--- config.mk ---
export PLATFORM = sky130hd
export DESIGN_NAME = sum_of_products_equation_parser
export DESIGN_NICKNAME = d
export VERILOG_FILES = /design/src/hdl/sopep_pkg.sv /design/src/hdl/sopep_decode.sv /design/src/hdl/sum_of_products_equation_parser.sv
export SDC_FILE = /design/constraint.sdc
export NUM_CORES = 1
export LEC_CHECK = 0
export ABC_AREA = 1
export BUFFER_PORTS_ARGS = -buffer_cell sky130_fd_sc_hd__buf_2
export CORE_MARGIN = 2
export CORE_UTILIZATION = 60
export DETAILED_ROUTE_END_ITERATION = 7
export GPL_TIMING_DRIVEN = 0
export PLACE_DENSITY = 0.82
export SYNTH_ARGS = -nofsm -noshare
export SYNTH_HDL_FRONTEND = slang
export SYNTH_SLANG_ARGS = --single-unit
--- constraint.sdc ---
create_clock -name clock -period 5.85 [get_ports clock]
set_input_delay 0.2925 -clock clock [delete_from_list [all_inputs] [get_ports clock]]
set_output_delay 0.2925 -clock clock [all_outputs]
set_load 0.005 [all_outputs]
--- src/hdl/sopep_pkg.sv ---
// Package for the sum-of-products equation parser: transfer payload types,
// parse state type, token, error and phase codes, character constants.
// No dependencies.
package sopep_pkg;

   localparam int unsigned VAR_COUNT = 26;

   // Parse phases
   localparam logic [2:0] PH_BIND      = 3'd0;
   localparam logic [2:0] PH_EQ        = 3'd1;
   localparam logic [2:0] PH_VAR       = 3'd2;
   localparam logic [2:0] PH_AFTER_VAR = 3'd3;
   localparam logic [2:0] PH_AFTER_GAP = 3'd4;

   // Token kinds
   localparam logic [2:0] TK_NONE = 3'd0;
   localparam logic [2:0] TK_VAR  = 3'd1;
   localparam logic [2:0] TK_INV  = 3'd2;
   localparam logic [2:0] TK_TERM = 3'd3;
   localparam logic [2:0] TK_END  = 3'd4;
   localparam logic [2:0] TK_ERR  = 3'd5;

   // Error codes
   localparam logic [2:0] ER_BIND  = 3'd0;
   localparam logic [2:0] ER_EQ    = 3'd1;
   localparam logic [2:0] ER_VAR   = 3'd2;
   localparam logic [2:0] ER_EARLY = 3'd3;
   localparam logic [2:0] ER_BAD   = 3'd4;

   // Characters
   localparam logic [7:0] CH_EQUALS  = 8'h3D;
   localparam logic [7:0] CH_PLUS    = 8'h2B;
   localparam logic [7:0] CH_QUOTE   = 8'h27;
   localparam logic [7:0] CH_NEWLINE = 8'h0A;
   localparam logic [7:0] CH_SPACE   = 8'h20;
   localparam logic [7:0] CH_UPPER_A = 8'h41;
   localparam logic [7:0] CH_UPPER_Z = 8'h5A;
   localparam logic [7:0] CH_LOWER_A = 8'h61;
   localparam logic [7:0] CH_LOWER_Z = 8'h7A;

   typedef struct packed {
      logic [7:0] character;
      logic       end_of_text;
   } req_type;

   typedef struct packed {
      logic [2:0]           token_kind;
      logic [4:0]           variable_index;
      logic [4:0]           binding_index;
      logic [VAR_COUNT-1:0] variables_used;
      logic [2:0]           error_code;
   } rsp_type;

   typedef struct packed {
      logic [2:0]           phase;
      logic [4:0]           binding;
      logic [VAR_COUNT-1:0] mask;
   } scan_state_type;

endpackage

--- src/hdl/sopep_decode.sv ---
// Per-character decode: token and next parse state from one character and
// the current parse state. Purely combinational. Depends on sopep_pkg.
module sopep_decode (
   input  sopep_pkg::req_type        item,
   input  sopep_pkg::scan_state_type state,
   output sopep_pkg::rsp_type        token,
   output sopep_pkg::scan_state_type state_next
);
   import sopep_pkg::*;

   logic       line_end;
   logic       upper;
   logic       lower;
   logic       space;
   logic [7:0] upper_ofs;
   logic [7:0] lower_ofs;
   logic [4:0] var_idx;
   logic [4:0] bind_idx;
   logic [VAR_COUNT-1:0] var_bit;

   assign line_end  = item.end_of_text || (item.character == CH_NEWLINE);
   assign upper     = !item.end_of_text && (item.character >= CH_UPPER_A) &&
                      (item.character <= CH_UPPER_Z);
   assign lower     = !item.end_of_text && (item.character >= CH_LOWER_A) &&
                      (item.character <= CH_LOWER_Z);
   assign space     = !item.end_of_text && (item.character == CH_SPACE);
   assign upper_ofs = item.character - CH_UPPER_A;
   assign lower_ofs = item.character - CH_LOWER_A;
   assign var_idx   = upper_ofs[4:0];
   assign bind_idx  = lower_ofs[4:0];
   assign var_bit   = VAR_COUNT'(1) << var_idx;

   always_comb begin
      token      = '0;
      state_next = state;
      unique case (state.phase)
         PH_EQ: begin
            priority if (space) begin
            end else if (line_end) begin
               token.token_kind = TK_ERR;
               token.error_code = ER_EARLY;
            end else if (item.character == CH_EQUALS) begin
               state_next.phase = PH_VAR;
            end else begin
               token.token_kind = TK_ERR;
               token.error_code = ER_EQ;
            end
         end
         PH_VAR: begin
            priority if (space) begin
            end else if (line_end) begin
               token.token_kind = TK_ERR;
               token.error_code = ER_EARLY;
            end else if (upper) begin
               token.token_kind     = TK_VAR;
               token.variable_index = var_idx;
               state_next.mask      = state.mask | var_bit;
               state_next.phase     = PH_AFTER_VAR;
            end else begin
               token.token_kind = TK_ERR;
               token.error_code = ER_VAR;
            end
         end
         PH_AFTER_VAR, PH_AFTER_GAP: begin
            priority if (line_end) begin
               token.token_kind     = TK_END;
               token.binding_index  = state.binding;
               token.variables_used = state.mask;
               state_next.phase     = PH_BIND;
               state_next.mask      = '0;
            end else if (space) begin
               state_next.phase = PH_AFTER_GAP;
            end else if ((item.character == CH_QUOTE) &&
                         (state.phase == PH_AFTER_VAR)) begin
               token.token_kind = TK_INV;
               state_next.phase = PH_AFTER_GAP;
            end else if (upper) begin
               token.token_kind     = TK_VAR;
               token.variable_index = var_idx;
               state_next.mask      = state.mask | var_bit;
               state_next.phase     = PH_AFTER_VAR;
            end else if (item.character == CH_PLUS) begin
               token.token_kind = TK_TERM;
               state_next.phase = PH_VAR;
            end else begin
               token.token_kind = TK_ERR;
               token.error_code = ER_BAD;
            end
         end
         default: begin
            // binding phase; unused codes behave the same
            state_next.phase = PH_BIND;
            priority if (line_end || space) begin
            end else if (lower) begin
               state_next.binding = bind_idx;
               state_next.mask    = '0;
               state_next.phase   = PH_EQ;
            end else begin
               token.token_kind = TK_ERR;
               token.error_code = ER_BIND;
            end
         end
      endcase

      // any error drops the character and restarts at the binding letter
      if (token.token_kind == TK_ERR) begin
         state_next.phase = PH_BIND;
         state_next.mask  = '0;
      end
   end

endmodule

--- src/hdl/sum_of_products_equation_parser.sv ---
// Top level of the sum-of-products equation parser: input register, decode,
// parse state and result register. Depends on sopep_pkg and sopep_decode.
//
// Usage:
//   Feed equation text such as "x = A B' + C D'" one character per transfer
//   on the req_ channel (req_payload.character, or req_payload.end_of_text
//   to mark end of input). Every accepted character yields exactly one
//   token on the rsp_ channel: none, variable, invert last, term break,
//   equation end (binding letter and 26-bit mask of variables used) or
//   error. Tokens leave in the order the characters arrived.
//   Path: an accepted character sits in the input register, then its token
//   is written to the result register, which drives rsp_valid.
//   Throughput: one character per cycle while rsp_stall is low, set by the
//   combinational decode between the two registers; the parse state updates
//   as each character moves from the input register to the result register.
//   Stall: while rsp_stall holds a waiting token, the result register holds
//   and the input register still takes one more character; req_stall rises
//   only when both registers are full and the result cannot drain.
//   Reset: clears both valid flags and the parse state (binding letter
//   expected, binding letter and mask zero).
module sum_of_products_equation_parser (
   input  logic               clock,
   input  logic               reset,
   input  logic               req_valid,
   output logic               req_stall,
   input  sopep_pkg::req_type req_payload,
   output logic               rsp_valid,
   input  logic               rsp_stall,
   output sopep_pkg::rsp_type rsp_payload
);
   import sopep_pkg::*;

   logic           in_valid_ff;
   logic           in_valid_in;
   req_type        in_data_ff;
   logic           out_valid_ff;
   logic           out_valid_in;
   rsp_type        out_data_ff;
   scan_state_type state_ff;
   scan_state_type state_next;
   rsp_type        token;
   logic           out_open;
   logic           advance;
   logic           req_take;

   sopep_decode u_decode (
      .item       (in_data_ff),
      .state      (state_ff),
      .token      (token),
      .state_next (state_next)
   );

   // result register can take a token when empty or draining this cycle
   assign out_open  = !out_valid_ff || !rsp_stall;
   // move the held character through decode into the result register
   assign advance   = in_valid_ff && out_open;
   // input register frees up when empty or when its character advances
   assign req_stall = in_valid_ff && !out_open;
   assign req_take  = req_valid && !req_stall;

   assign in_valid_in  = req_take || (in_valid_ff && !advance);
   assign out_valid_in = advance || (out_valid_ff && rsp_stall);

   always_ff @(posedge clock) begin
      if (reset) begin
         in_valid_ff  <= 1'b0;
         out_valid_ff <= 1'b0;
         state_ff     <= '{phase: PH_BIND, binding: '0, mask: '0};
      end else begin
         in_valid_ff  <= in_valid_in;
         out_valid_ff <= out_valid_in;
         if (advance) begin
            state_ff <= state_next;
         end
      end
   end

   // payload registers: load on transfer, hold otherwise
   always_ff @(posedge clock) begin
      if (req_take) begin
         in_data_ff <= req_payload;
      end
      if (advance) begin
         out_data_ff <= token;
      end
   end

   assign rsp_valid   = out_valid_ff;
   assign rsp_payload = out_data_ff;

endmodule

==> reports/results.ini, run 1 <==
[yosys]
syn-num-nets = 577
yosys.area.top_type_share_pct = 35.12
synth-seq-cells = 87
ys_warn_count = 0
synth.most_common_cell = nand2_1
synth_top_area_cell = edfxtp_1
synth_flop_cell = edfxtp_1
ys_seq_area_share_pct = 51.65
synth_cells = 558
avgSynthCellArea_um2 = 7.814
synth.area.top_cells = edfxtp_1, dfxtp_1, nand2_1
synth.top_cells.by_count = nand2_1, nor2_1, inv_1
ys_types = 30
synth_area_um2 = 4360
async_flop_share_pct = 0
synth_edf_count = 51

[placed_design]
place.gp.congestion = 0.9126
hpwl_um = 7388
port-buffer-count = 56
dp_slack_ns = 3.138

[worst_setup_path]
worstSetupStartpointType = flip-flop
worstPathArrival_ns = 3.03
crit_path_max_fanout = 10
rr_startpoint = in_data_ff[1]$_DFFE_PP_
endpoint_kind = flip-flop
reg2regPathDepth = 16
critPathKind = flip-flop to flip-flop
ff2ff_setup_slack_ns = 3.07
r2r-end = state_ff[12]$_SDFFE_PP0P_
required_ns = 6.11

[sta]
fmax_mhz = 360.1
rsz0062_at_grt = false
finalSetupViolCount = 0
tns_ns = 0
slew-limit-headroom_pct = 50.30
tightest_slew_ns = 0.7398
timing.final.crit_period_ns = 2.777
slew_violations = 0
finalHoldViolCount = 0
fin_ws_ns = 3.073
finalCritPeriodShare_pct = 47.47
finClkSkew_ns = 0.01402

[global_route]
grt_util_met3_pct = 3.509
grt_pass1_vias = 3449
grt_overflow = 0
track_usage_pct = 25.84
use_met2_pct = 43.30
busiest_layer = met2
antenna_found_initial = 0
grt_max_degree = 27
grt_pass1_wl_um = 15700
grtUsageMet1_pct = 33.81

[cts]
cts_setup_buffers = 0
clock_latency_ns = 0.37
cts.clk_slew.worst_paths_ns = 0.08
ctsResizeCount = 0
tritoncts = yes
clock-root-buffer = clkbuf_8
numClockSinks = 87
cts_hold_buf = 0
numCtsBuffers = 9
h-tree-depth = 3
clock_path_buffers = 2

[floorplan]
rows = 31
coreArea_um2 = 7137
start_util_pct = 61.10
dieArea_um2 = 7966
die_y_um = 89.25
fp.dieW_um = 89.25
top_level_ports = 57

[power]
leakage_nw = 2.170
p_per_area_nw_per_um2 = 290.0
peakVddDrop_v = 0.0001702

[hold_path]
whs_path_depth = 1
hp-class = input pin to flip-flop
hp-start = req_payload[0]
worstHoldEndpoint = in_data_ff[0]$_DFFE_PP_

[route]
first_iter_violations = 216
viasPerCell = 5.075
dr.pass1.iters = 6
wl_per_cell_um = 13.44
drcViolationCount = 0
postRouteAntennaNets = 0
wl_um = 9814
num_vias = 3705

[cells_and_area]
fin_util_pct = 70.18
area_delta_synth_final_pct = 14.86
drive_gt1_share_pct = 19.02
num_antenna_cells = 0
nets = 645

[status]
status = complete, no violations

[flow_run]
drv_cap = 0

-- cell usage in the layout, fill, tap and decap left out, types with 4 or more instances in the layout --
| cell type | n |
|---|---|
| nand3_2 | 5 |
| dfxtp_1 | 36 |
| inv_2 | 23 |
| inv_1 | 70 |
| a21oi_1 | 32 |
| clkbuf_8 | 9 |
| clkbuf_1 | 9 |
| buf_2 | 61 |
| nor2_1 | 105 |
| nor3_1 | 9 |
| ha_1 | 6 |
| o21ai_0 | 8 |
| nand4_1 | 22 |
| buf_4 | 4 |
| nand3_1 | 18 |
| nand2_1 | 135 |
| edfxtp_1 | 51 |
-- sequential cells by signal, indices dropped and copies added (netlist names) --
signal / count
rsp_payload: 42
state_ff: 34
in_data_ff: 9
in_valid_ff: 1
rsp_valid: 1
-- per-layer routing --
layer / up-vias / part of all wire, % / routed length, um
li1: 1896 / - / -
met1: 1668 / 45 / 4407
met2: 122 / 48 / 4747
met3: 19 / 4.8 / 471
met4: 0 / 1.9 / 188
met5: - / 0 / 0
-- critical path, stage by stage, from the launching register on --
cell and delay, ns:
edfxtp_1 0.48, inv_1 0.18, ha_1 0.27, nand2_1 0.09, nor2_2 0.14, nand3_2 0.18
nand2_1 0.19, nand3_1 0.11, nor2_1 0.17, a21oi_2 0.09, nand2_4 0.12, nand2_4 0.12
nand3_4 0.16, buf_4 0.20, nand2_1 0.06, nand2_1 0.06, nor2_1 0.05
-- worst max-delay path by stage --
stage,end,slack (ns),startpoint,depth (start not counted)
after global placement,state_ff[20]$_SDFFE_PP0P_,2.71,rsp_stall,8
after detailed placement,state_ff[12]$_SDFFE_PP0P_,3.14,in_data_ff[1]$_DFFE_PP_,16
final,state_ff[12]$_SDFFE_PP0P_,3.07,in_data_ff[1]$_DFFE_PP_,16
after floorplan,state_ff[11]$_SDFFE_PP0P_,3.43,rsp_valid$_SDFF_PP0_,7
after CTS,state_ff[12]$_SDFFE_PP0P_,3.13,in_data_ff[1]$_DFFE_PP_,16
after global routing,state_ff[16]$_SDFFE_PP0P_,2.90,in_data_ff[1]$_DFFE_PP_,12
-- stage by stage --
stage	std cells	power (W)	hold WS, ns	area, um^2
global placement	713	0.0009955	0.4604	4765
finish	730	0.001453	0.1013	5009
global route	730	0.001521	0.09826	5009
detailed placement	714	0.001006	0.4705	4793
floorplan	558	0.0009297	0.3616	4360
CTS	730	0.001450	0.09848	5009
-- where the power goes --
part,switching [W],internal [W]
Clock,0.000213,0.000241
Combinational,0.000199,0.0000907
Sequential,0.0000158,0.000692
-- cells by family after synthesis --
logic type,synth area share [%]
xor gates and xnor gates,0.2009
adders and majority gates,1.722
and+or+nand+nor,30.36
buffers and inverters,10.22
AOI/OAI and AO/OA,5.854
DFF,51.65
-- final cells by class --
cell class	count	area [um^2]
multi-input cells	358	1663
repair buffers	57	307.8
well taps	99	123.9
fillers	596	2128
clock inverters	5	83.83
plain buffers	19	93.84
inverters	94	352.8
flip-flops and latches	87	2252
clock buffers	11	131.4
Note: power is estimated with default switching activity, not from simulation.
==> run 2: changes to the inputs <==
ABC_AREA = 0   (was 1)
CORE_UTILIZATION = 57   (was 60)
PLACE_DENSITY = 0.8   (was 0.82)
clock period = 2.69 ns   (was 5.85 ns; I/O delays follow)
==> run 2 against run 1 <==
Net effect: critical path depth decreased by 4; maximum frequency increased by 4.5%; clock-buffer cell count decreased by 2; final area about the same; first-iteration DRC count decreased by 13%; via count decreased by 19%.
==> reports/results.ini, run 2 <==
[sta]
finalHoldViolCount = 0  ; unchanged
timing.final.crit_period_ns = 2.658  ; -0.1189 ns
finalSetupViolCount = 0  ; unchanged
finClkSkew_ns = 0.01204  ; -0.001974 ns
finalCritPeriodShare_pct = 98.81  ; +51 points
whs_ns = 0.04144  ; -0.05983 ns
rsz0062_at_grt = true
slew_violations = 0  ; unchanged
tightest_slew_ns = 0.9924  ; +0.2526 ns
slew-limit-headroom_pct = 33.84  ; -16 points
fmax_mhz = 376.2  ; +4.5%

[hold_path]
hp-start = rsp_stall
hp-class = input pin to flip-flop

[global_route]
grt_max_degree = 45  ; +67%
grt_pass1_wl_um = 13160  ; -16%
track_usage_pct = 23.01  ; -2.8 points
grt_pass1_vias = 2776  ; -20%
antenna_found_initial = 0  ; unchanged
grt_overflow = 0  ; unchanged

[yosys]
synth-seq-cells = 87  ; unchanged
synth.top_cells.by_count = edfxtp_1, dfxtp_1, and3_1
syn-num-nets = 356  ; -38%
synth_area_um2 = 3891  ; -11%
ys_warn_count = 0  ; unchanged
ys_seq_area_share_pct = 57.88  ; +6.2 points
synth_top_area_cell = edfxtp_1
yosys.area.top_type_share_pct = 39.36  ; +4.2 points
synth_top_family_by_area = simple AND/OR/NAND/NOR gates
synth_mux_area_share_pct = 1.447  ; +1.4 points
synth.area.top_cells = edfxtp_1, dfxtp_1, and3_1
synth_cells = 337  ; -40%
synth_edf_count = 51  ; unchanged
synth_flop_cell = edfxtp_1
async_flop_share_pct = 0  ; unchanged
avgSynthCellArea_um2 = 11.55  ; +48%
synth.most_common_cell = edfxtp_1
synthAdderAreaFrac_pct = 1.929  ; +0.21 points
synth_xor_xnor_area_share_pct = 0.6752  ; +0.47 points
yosys.area_share.simple_pct = 23.99  ; -6.4 points
synth-compound-area-share_pct = 10.39  ; +4.5 points
ys_types = 53  ; +77%

[floorplan]
rows = 30  ; -3.2%
dieArea_um2 = 7504  ; -5.8%
coreArea_um2 = 6681  ; -6.4%
fp.dieW_um = 86.63  ; -2.9%
die_y_um = 86.63  ; -2.9%
top_level_ports = 57  ; unchanged
start_util_pct = 58.24  ; -2.9 points

[worst_setup_path]
crit_path_max_fanout = 5  ; -5
r2r-end = state_ff[13]$_SDFFE_PP0P_
crit_start = in_data_ff[2]$_DFFE_PP_
ff2ff_setup_slack_ns = 0.03  ; -3.04 ns
critPathKind = flip-flop to flip-flop
endpoint = state_ff[13]$_SDFFE_PP0P_
required_ns = 2.96  ; -3.15 ns
reg2regPathDepth = 12  ; -4
rr_startpoint = in_data_ff[2]$_DFFE_PP_
worstPathArrival_ns = 2.93  ; -0.10 ns
endpoint_kind = flip-flop
worstSetupStartpointType = flip-flop

[power]
p_per_area_nw_per_um2 = 533.2  ; +84%
peakVddDrop_v = 0.0003472  ; +100%
total_power_w = 0.002668  ; +84%
leakage_nw = 1.953  ; -10%

[cts]
h-tree-depth = 3  ; unchanged
cts.clk_slew.worst_paths_ns = 0.08  ; about the same
clock_path_buffers = 2  ; unchanged
clock-root-buffer = clkbuf_8
clock_latency_ns = 0.36  ; about the same
tritoncts = yes
numCtsBuffers = 9  ; unchanged
numClockSinks = 87  ; unchanged

[cells_and_area]
drive_gt1_share_pct = 33.87  ; +15 points
mostFrequentLayoutCells = buf_2, edfxtp_1, dfxtp_1
nets = 446  ; -31%
final_common_cell = buf_2
fin_util_pct = 74.89  ; +4.7 points
stdcell_area_um2 = 5004  ; about the same
largest_reg_flops = 42  ; unchanged
num_antenna_cells = 0  ; unchanged
area_delta_synth_final_pct = 28.59

[flow_run]
drv_cap = 0  ; unchanged

[placed_design]
place.gp.congestion = 0.8904  ; -2.4%
placed_area_um2 = 4272  ; -11%
hpwl_um = 5509  ; -25%
port-buffer-count = 56  ; unchanged

[route]
wl_um = 8736  ; -11%
first_iter_violations = 187  ; -13%
num_vias = 3015  ; -19%
postRouteAntennaNets = 0  ; unchanged
wl_per_cell_um = 17.10  ; +27%
drcViolationCount = 0  ; unchanged
viasPerCell = 5.900  ; +16%
dr.pass1.iters = 5  ; -1

[status]
status = complete, no violations

==> run 2: routing by layer <==
metal	up-vias	share of wire, %	GRT usage [%]
li1	1436	-	-
met3	25	5.0	4.667
met4	0	2.6	11.08
met2	125	53	39.86
met1	1429	40	27.30
met5	-	0	0
==> run 2: worst min-delay path by stage <==
stage	to	slack (ns)	depth (start not counted)
floorplan	in_data_ff[0]$_DFFE_PP_	0.23	0
global placement	in_data_ff[7]$_DFFE_PP_	0.31	1
detailed placement	in_data_ff[4]$_DFFE_PP_	0.31	1
CTS	rsp_valid$_SDFF_PP0_	0.03	3
global route	rsp_valid$_SDFF_PP0_	0.07	3
finish	rsp_valid$_SDFF_PP0_	0.04	3
==> run 2: area by class of cell <==
cell class              count  area [um^2]
flip-flops and latches     87         2252
repair buffers             79        535.5
inverters                   7        26.28
fillers                   439         1678
multi-input cells         221         1740
well taps                  80        100.1
clock inverters             6        86.33
clock buffers               9        123.9
plain buffers              22        138.9
==> run 2: worst max-delay path: stages, from the launching register on <==
cell and delay [ns]:
edfxtp_1 0.41, inv_2 0.11, ha_4 0.15, or3b_4 0.37, buf_6 0.14, or3_4 0.33
and3_4 0.18, a32oi_1 0.16, mux2_4 0.19, a31oi_4 0.09, buf_12 0.17, clkbuf_16 0.16
nor3_2 0.13
==> run 2: per-stage QoR <==
step | std cells | setup slack [ns] | setup TNS [ns]
after floorplan | 337 | 0.1042 | 0
after global placement | 473 | -0.2396 | -5.145
after detailed placement | 473 | -0.2841 | -6.876
after CTS | 506 | -0.003570 | -0.003570
after global routing | 511 | -0.06660 | -0.6527
final | 511 | 0.03188 | 0
==> run 2: cells by family after synthesis <==
kind of cell / count (synthesis)
xor+xnor: 3
fa+ha+maj: 6
flops: 87
compound gates: 62
buf+inv: 29
simple gates: 145
mux: 5
==> run 2: power by group <==
group          switching [W]  internal [W]  total [W]
combinational       0.000143     0.0000938   0.000236
sequential         0.0000150       0.00144    0.00145
clock               0.000461      0.000517   0.000977
==> run 2: timing repair <==
action,CTS,global route
gates resized for setup,17,41
endpoints found under the setup margin,30,31
hold endpoints to repair,10,0
pin swaps,4,28
hold buffers,10,0
gates cloned,1,1
buffers inserted,7,4
==> run 3: changes to the inputs <==
CORE_UTILIZATION = 25   (was 57)
PLACE_DENSITY = 0.41   (was 0.8)
==> run 3 against run 2 <==
Net effect: routed wire length grew 10%; worst hold slack lost 0.025 ns; clock power grew 34%; cell count grew 21%.
==> reports/results.ini, run 3 (synthesis gave the netlist of run 2 again) <==
[status]
status = complete, no violations

[cells_and_area]
area_delta_synth_final_pct = 31.06
fin_util_pct = 33.55  ; -41 points
nets = 445  ; -0.22%
fill_cells = 1577  ; +260%
largest_reg_flops = 42  ; unchanged
stdcell_area_um2 = 5100  ; +1.9%
final_common_cell = buf_2
num_antenna_cells = 0  ; unchanged
mostFrequentLayoutCells = buf_2, edfxtp_1, dfxtp_1
drive_gt1_share_pct = 32.02  ; -1.9 points
final_cells = 619  ; +21%

[global_route]
grt_overflow = 0  ; unchanged
antenna_found_initial = 0  ; unchanged
grt_pass1_vias = 2888  ; +4.0%
track_usage_pct = 12.15  ; -11 points
grt_max_degree = 30  ; -33%
grt_pass1_wl_um = 15190  ; +15%

[placed_design]
hpwl_um = 6825  ; +24%
place.gp.congestion = 0.8232  ; -7.5%
port-buffer-count = 56  ; unchanged
dp.cells = 582  ; +23%
placed_area_um2 = 4427  ; +3.6%

[floorplan]
dieArea_um2 = 16580  ; +120%
fp.dieW_um = 128.8  ; +49%
coreArea_um2 = 15200  ; +130%
rows = 45  ; +50%
start_util_pct = 25.60  ; -33 points
die_y_um = 128.8  ; +49%
top_level_ports = 57  ; unchanged

[route]
wl_per_cell_um = 15.53  ; -9.1%
viasPerCell = 4.654  ; -21%
drcViolationCount = 0  ; unchanged
wl_um = 9616  ; +10%
dr.pass1.iters = 4  ; -1
first_iter_violations = 147  ; -21%
num_vias = 2881  ; -4.4%
postRouteAntennaNets = 0  ; unchanged

[worst_setup_path]
ff2ff_setup_slack_ns = 0.14  ; +0.11 ns
crit_start = in_data_ff[2]$_DFFE_PP_
r2r-end = state_ff[21]$_SDFFE_PP0P_
endpoint_kind = flip-flop
critPathKind = flip-flop to flip-flop
worstPathArrival_ns = 2.75  ; -0.18 ns
reg2regPathDepth = 10  ; -2
crit_path_max_fanout = 7  ; +2
required_ns = 2.90  ; -0.06 ns
worstSetupStartpointType = flip-flop
rr_startpoint = in_data_ff[2]$_DFFE_PP_

[sta]
finalCritPeriodShare_pct = 94.61  ; -4.2 points
finalHoldViolCount = 0  ; unchanged
slew-limit-headroom_pct = 49.96  ; +16 points
finClkSkew_ns = 0.009375  ; -0.002669 ns
whs_ns = 0.01655  ; -0.02488 ns
rsz0062_at_grt = false
tightest_slew_ns = 0.7491  ; -0.2434 ns
finalSetupViolCount = 0  ; unchanged
timing.final.crit_period_ns = 2.545  ; -0.1131 ns
fmax_mhz = 392.9  ; +4.4%
slew_violations = 0  ; unchanged
tns_ns = 0  ; unchanged

[power]
peakVddDrop_v = 0.0002832  ; -18%
leakage_nw = 1.975  ; +1.1%
p_per_area_nw_per_um2 = 585.4  ; +9.8%

[cts]
clock_latency_ns = 0.35  ; about the same
clock-root-buffer = clkbuf_16
clock_path_buffers = 2  ; unchanged
h-tree-depth = 3  ; unchanged
numClockSinks = 87  ; unchanged
numCtsBuffers = 9  ; unchanged
tritoncts = yes
cts.clk_slew.worst_paths_ns = 0.06  ; -0.02 ns

[flow_run]
drv_cap = 0  ; unchanged

[hold_path]
whs_path_depth = 3  ; unchanged
hp-start = req_valid
hp-class = input pin to flip-flop
worstHoldEndpoint = in_valid_ff$_SDFF_PP0_

-- run 3: how the worst max path moves through the flow --
stage / slack, ns / endpoint / cells after the start
final: 0.14 / state_ff[21]$_SDFFE_PP0P_ / 10
after detailed placement: -0.45 / state_ff[15]$_SDFFE_PP0P_ / 8
after global routing: 0.001 / state_ff[30]$_SDFFE_PP0P_ / 8
after global placement: -0.46 / state_ff[15]$_SDFFE_PP0P_ / 8
after floorplan: 0.10 / state_ff[33]$_SDFFE_PP0P_ / 10
after CTS: -0.06 / state_ff[14]$_SDFFE_PP0P_ / 12
-- run 3: layout make-up --
| class | count | area (um^2) | area share, % |
|---|---|---|---|
| Clock inverter | 5 | 72.57 | 1.423 |
| Timing Repair Buffer | 80 | 526.8 | 10.33 |
| Tap cell | 188 | 235.2 | 4.612 |
| Sequential cell | 87 | 2252 | 44.16 |
| Inverter | 7 | 26.28 | 0.5152 |
| Clock buffer | 11 | 232.7 | 4.563 |
| Buffer | 20 | 107.6 | 2.110 |
| Multi-Input combinational cell | 221 | 1647 | 32.29 |
-- run 3: routing by layer --
| metal | vias to the layer above | track usage [%] | routed length, um |
|---|---|---|---|
| met3 | 22 | 3.950 | 472 |
| li1 | 1437 | - | - |
| met5 | - | 0 | 0 |
| met2 | 65 | 19.30 | 4448 |
| met4 | 0 | 5.627 | 286 |
| met1 | 1357 | 15.02 | 4409 |
-- run 3: stage by stage --
| step | setup slack, ns | power [W] |
|---|---|---|
| floorplan | 0.1042 | 0.001591 |
| global route | 0.0009674 | 0.003103 |
| CTS | -0.05858 | 0.003027 |
| finish | 0.1450 | 0.002985 |
| detailed placement | -0.4549 | 0.001672 |
| global placement | -0.4601 | 0.001668 |
-- run 3: what timing repair did --
action,4_1_cts,5_1_grt
hold endpoints to repair,9,0
gates cloned,1,0
resized for setup,26,16
pin swaps,19,10
endpoints found under the setup margin,34,30
buffers inserted,11,2
hold buffers,9,0
-- run 3: where the power goes --
| group | total, W | switching, W | leakage, nW | internal, W |
|---|---|---|---|---|
| combinational | 0.000223 | 0.000135 | 1.04 | 0.0000880 |
| sequential | 0.00146 | 0.0000160 | 0.786 | 0.00144 |
| clock | 0.00131 | 0.000500 | 0.149 | 0.000806 |
| total | 0.00299 | 0.000651 | 1.97 | 0.00233 |
-- run 3: worst max-delay path: stages (launching register included) --
cell,delay (ns)
edfxtp_1,0.43
ha_2,0.28
and3b_1,0.27
a221oi_4,0.36
o21ai_2,0.12
and3_1,0.18
o21bai_4,0.19
a31oi_4,0.27
buf_6,0.16
buf_16,0.11
nor3_2,0.03
